--- src/sv/tcw_pkg.sv ---
// Shared types and constants of the text console writer.
`default_nettype none
package tcw_pkg;

  localparam int CELL_W = 16;

  localparam logic [1:0] ACT_PUT   = 2'd0;
  localparam logic [1:0] ACT_CLEAR = 2'd1;
  localparam logic [1:0] ACT_READ  = 2'd2;

  localparam logic [7:0] CHAR_BACKSPACE = 8'h08;
  localparam logic [7:0] CHAR_TAB       = 8'h09;
  localparam logic [7:0] CHAR_LF        = 8'h0A;
  localparam logic [7:0] CHAR_CR        = 8'h0D;
  localparam logic [7:0] CHAR_SPACE     = 8'h20;

  // A space, white on black.
  localparam logic [CELL_W-1:0] BLANK_CELL = 16'h0F20;

  // What a put word does besides moving the cursor.
  typedef struct packed {
    logic write_cell;
    logic scroll;
  } tcw_step_t;

endpackage
`default_nettype wire

--- src/sv/tcw_cursor.sv ---
// Cursor update for a put word: control codes, printing, wrap and scroll detection.
`default_nettype none
module tcw_cursor
  import tcw_pkg::*;
#(
  parameter int COLUMNS  = 80,
  parameter int ROWS     = 25,
  parameter int TAB_STOP = 4
) (
  input  wire logic [$clog2(COLUMNS)-1:0] col,
  input  wire logic [$clog2(ROWS)-1:0]    row,
  input  wire logic [7:0]                 char_code,
  output logic      [$clog2(COLUMNS)-1:0] col_next,
  output logic      [$clog2(ROWS)-1:0]    row_next,
  output tcw_step_t                       step
);

  localparam int COL_W = $clog2(COLUMNS);
  localparam int ROW_W = $clog2(ROWS);
  localparam int CX_W  = $clog2(COLUMNS + TAB_STOP);
  localparam int NTAB  = (COLUMNS + TAB_STOP - 1) / TAB_STOP;

  logic [CX_W-1:0] tab_col;
  logic [CX_W-1:0] cx;
  logic            row_inc;
  logic            printable;

  // Next tab stop: the last stop at or below the column, plus one stop.
  always_comb begin
    tab_col = CX_W'(TAB_STOP);
    for (int k = 0; k < NTAB; k++) begin
      if (CX_W'(col) >= CX_W'(k * TAB_STOP)) begin
        tab_col = CX_W'((k + 1) * TAB_STOP);
      end
    end
  end

  assign printable = (char_code[7] == 1'b0) && (char_code >= CHAR_SPACE);

  always_comb begin
    cx              = CX_W'(col);
    row_inc         = 1'b0;
    step.write_cell = 1'b0;
    priority if (char_code == CHAR_BACKSPACE) begin
      if (col != '0) begin
        cx = cx - CX_W'(1);
      end
    end else if (char_code == CHAR_TAB) begin
      cx = tab_col;
    end else if (char_code == CHAR_CR) begin
      cx = '0;
    end else if (char_code == CHAR_LF) begin
      cx      = '0;
      row_inc = 1'b1;
    end else if (printable) begin
      step.write_cell = 1'b1;
      cx              = cx + CX_W'(1);
    end else begin
      // Other control codes and the high bytes leave the cursor alone.
    end
    if (cx >= CX_W'(COLUMNS)) begin
      cx      = '0;
      row_inc = 1'b1;
    end
    step.scroll = row_inc && (row == ROW_W'(ROWS - 1));
    row_next    = (row_inc && !step.scroll) ? row + ROW_W'(1) : row;
    col_next    = COL_W'(cx);
  end

endmodule
`default_nettype wire

--- config.mk ---
export PLATFORM = sky130hd
export DESIGN_NAME = tcw_cursor
export DESIGN_NICKNAME = d
export VERILOG_FILES = /design/src/sv/tcw_pkg.sv /design/src/sv/tcw_cursor.sv
export SDC_FILE = /design/constraint.sdc
export NUM_CORES = 1
export LEC_CHECK = 0
export BUFFER_PORTS_ARGS = -buffer_cell sky130_fd_sc_hd__buf_2
export CORE_MARGIN = 8
export CORE_UTILIZATION = 50
export DETAILED_ROUTE_END_ITERATION = 8
export PLACE_DENSITY = 0.91
export SETUP_SLACK_MARGIN = 0.3
export SKIP_LAST_GASP = 1
export SLEW_MARGIN = 20
export SYNTH_ARGS = -nofsm -noshare
export SYNTH_HDL_FRONTEND = slang
export SYNTH_SLANG_ARGS = --single-unit
--- constraint.sdc ---
create_clock -name vclk -period 4.1
set_input_delay 0.205 -clock vclk [all_inputs]
set_output_delay 0.205 -clock vclk [all_outputs]
set_load 0.1 [all_outputs]
==> impl_results.md <==
* Cell Area, Synth at 828 µm²
* Synthesized net count at 147
* Status: finished clean
* P_sw at 137 µW
* Die area at 3210 µm²
* Design area at 1030 µm²
* Detail Placement HPWL at 2.18 mm
* Hold Vio Cnt, Final at 0
* Total grt overflow at 0
* Top cells by instance count after synthesis: 11 x nor2_1, 8 x clkbuf_1, 8 x nand2_1
* Max stage delay on crit path at 440 ps
* Reg area at 0 µm²
* Max-cap violations at 0
* CP bufs+invs at 3
* Largest net degree at the start of global routing at 16
* First-pass GRT wire length at 4.86 mm
* Antenna violations before repair at 0
* Power Internal at 43.7 µW
* Initial core utilization at 54.4%
* Crit Path Class: input pin to primary output
* Critical path endpoint category: primary output
* Slew Limit Fails at 0
* Number of I/O port buffers at 34
* Final GP Congestion at 0.953
* Die height at 56.7 µm
* Core box area at 1520 µm²
* Drt pass-1 iters at 4
* Critical-path cell list: buf_2 -> inv_1 -> ha_1 -> nor3b_1 -> nand2b_1 -> a221o_1 -> a32o_1 -> a21boi_4 -> o2111ai_1 -> xnor2_2 -> buf_2
* Chip width at 56.7 µm
* Maximum VDD drop at 0.127 mV
* Yosys cell types at 48
* Routed WL at 2.74 mm
* Largest family of logic cells by synthesized area: simple AND/OR/NAND/NOR gates
* Proportion of power drawn by combinational gates at 100.0%
* Vias at 1078
* DRC Markers at 0
* Final net count at 175
* N_diodes at 0
* Post-synth top area share at 7.55%
* Seq_cells at 0
* Resize count post-CTS at 0
* Power Density at 176 nW/µm²
* Largest area contributor in the netlist: ha_1
* Placed cell areas at 1030 µm²
* Share of layout cells above drive strength 1 at 33.8%
* Post-layout min period at 3170 ps
* Crit path required time at 3890 ps
* F_max at 0.316 GHz
* Synthesis-to-layout area growth at 23.9%
* Simple-gate share of the synthesized area at 38.8%
* Worst Tran Pin Value at 1050 ps
* Kind of cell adding the most delay to the critical path: compound AO/OA/AOI/OAI gates
* RSZ-0062 raised after global routing: false
* Mapped Cells at 122
* Pwr Total at 181 µW
* Yosys warnings at 0
* Syn_area_per_cell at 6.79 µm²
* Post-synthesis compound-gate area fraction at 36.1%
* IO Count at 34
* Post-CTS Setup Bufs at 0
* Min-delay src: row[4]
* Leakage Power at 0.000444 µW
* Critical Path Source Type: input pin
* Multiplexer area fraction after synthesis at 2.72%
* Std cell rows at 14
* Part of the power in registers at 0%
* Worst setup startpoint: col[0]
* Setup TNS Final at 0 ps
* CP max FO at 9
* Worst relative slew slack at 29.2%
* Post-synthesis adder-cell area fraction at 7.55%
* Area contributors post-synth: ha_1 7.6%, xnor2_1 5.3%, nor2_1 5.0%
* Worst path arrival time at 2960 ps
* Detailed Route Iter0 Violations at 52
* Vias per inst at 6.57
* Cell mode on critical path: buf_2
* All-Layer GR Usage at 16.9%
* Hold buffer count at cts at 0
* Cell at the slowest stage of the critical path: buf_2
* Switching share of power at 75.9%
* Vias in the first global route at 1064
* HP Class: input pin to primary output
* Setup violators final at 0
* Fill count at 137
* Fin crit share at 77.3%
* Layout clock buffers at 0
* Antenna viol nets, final at 0
* Clk pwr share at 0%
* DR WL/cell at 16.7 µm
* Count leader, synth: nor2_1
* Post-synthesis xor/xnor area fraction at 8.46%
* Post-synthesis sequential area ratio at 0%
logic make-up after synthesis:
group | after synthesis
AO/OA/AOI/OAI | 39
buffers and inverters | 14
XOR/XNOR | 8
AND/OR/NAND/NOR | 54
multiplexers | 2
adder cells (fa/ha/maj) | 5
cell usage in the layout, fill, tap and decap left out, types with 2 or more instances in the layout:
cell type  Yosys  layout
nor2_1        11      10
o21ai_0        3       3
a22oi_1        3       3
a31oi_1        3       2
o2111ai_1      2       2
o21ai_2        2       2
nand4b_1       2       2
buf_2          0      34
xnor2_2        0       3
nand2_1        8       8
and4b_1        2       2
a221oi_1       3       3
nor3b_1        3       3
inv_1          6       6
nor3_1         4       4
xor2_1         3       3
xnor2_1        5       2
a21oi_1        7       7
nand3_1        3       3
or2_1          2       2
a221o_1        2       2
mux2_1         2       2
nand2b_1       3       3
or3b_2         2       2
nand4_1        2       2
ha_1           5       5
or3_1          3       3
o22ai_1        2       2
power by group through the flow:
stage / combinational (µW) / sequential, µW / clock [µW]
floorplan: 144 / 0 / 0
global placement: 176 / 0 / 0
detailed placement: 180 / 0 / 0
CTS: 181 / 0 / 0
global route: 192 / 0 / 0
finish: 181 / 0 / 0
per-layer routing:
layer / vias to the layer above / part of all wire, % / track usage, %
met3: 2 / 7.5 / 2.02
met5: - / 0 / 0
li1: 525 / - / -
met2: 53 / 56 / 32.8
met1: 498 / 37 / 19.6
met4: 0 / 0.22 / 0.687
path summary, 6_finish.rpt:
kind	to	cells after the start
min	row_next[4]	3
max	row_next[3]	11
cell type report:
cell class,instances,area [µm²],area share [%]
multi-input combinational,108,813,79.3
timing repair buffer,34,170,16.6
inverter,6,22.5,2.20
tap,16,20.0,1.95
metrics by stage:
| step | std cells | hold WS (ps) | utilization [%] | setup WS, ps |
|---|---|---|---|---|
| 2_1_floorplan | 122 | 733 | - | 263 |
| 5_1_grt | 164 | 903 | 67.3 | 807 |
| 3_5_place_dp | 164 | 882 | 67.3 | 972 |
| 3_3_place_gp | 164 | 878 | 67.3 | 1150 |
| 6_report | 164 | 881 | 67.3 | 932 |
| 4_1_cts | 164 | 883 | 67.3 | 976 |
No activity file was read; power rests on OpenSTA's default activity.
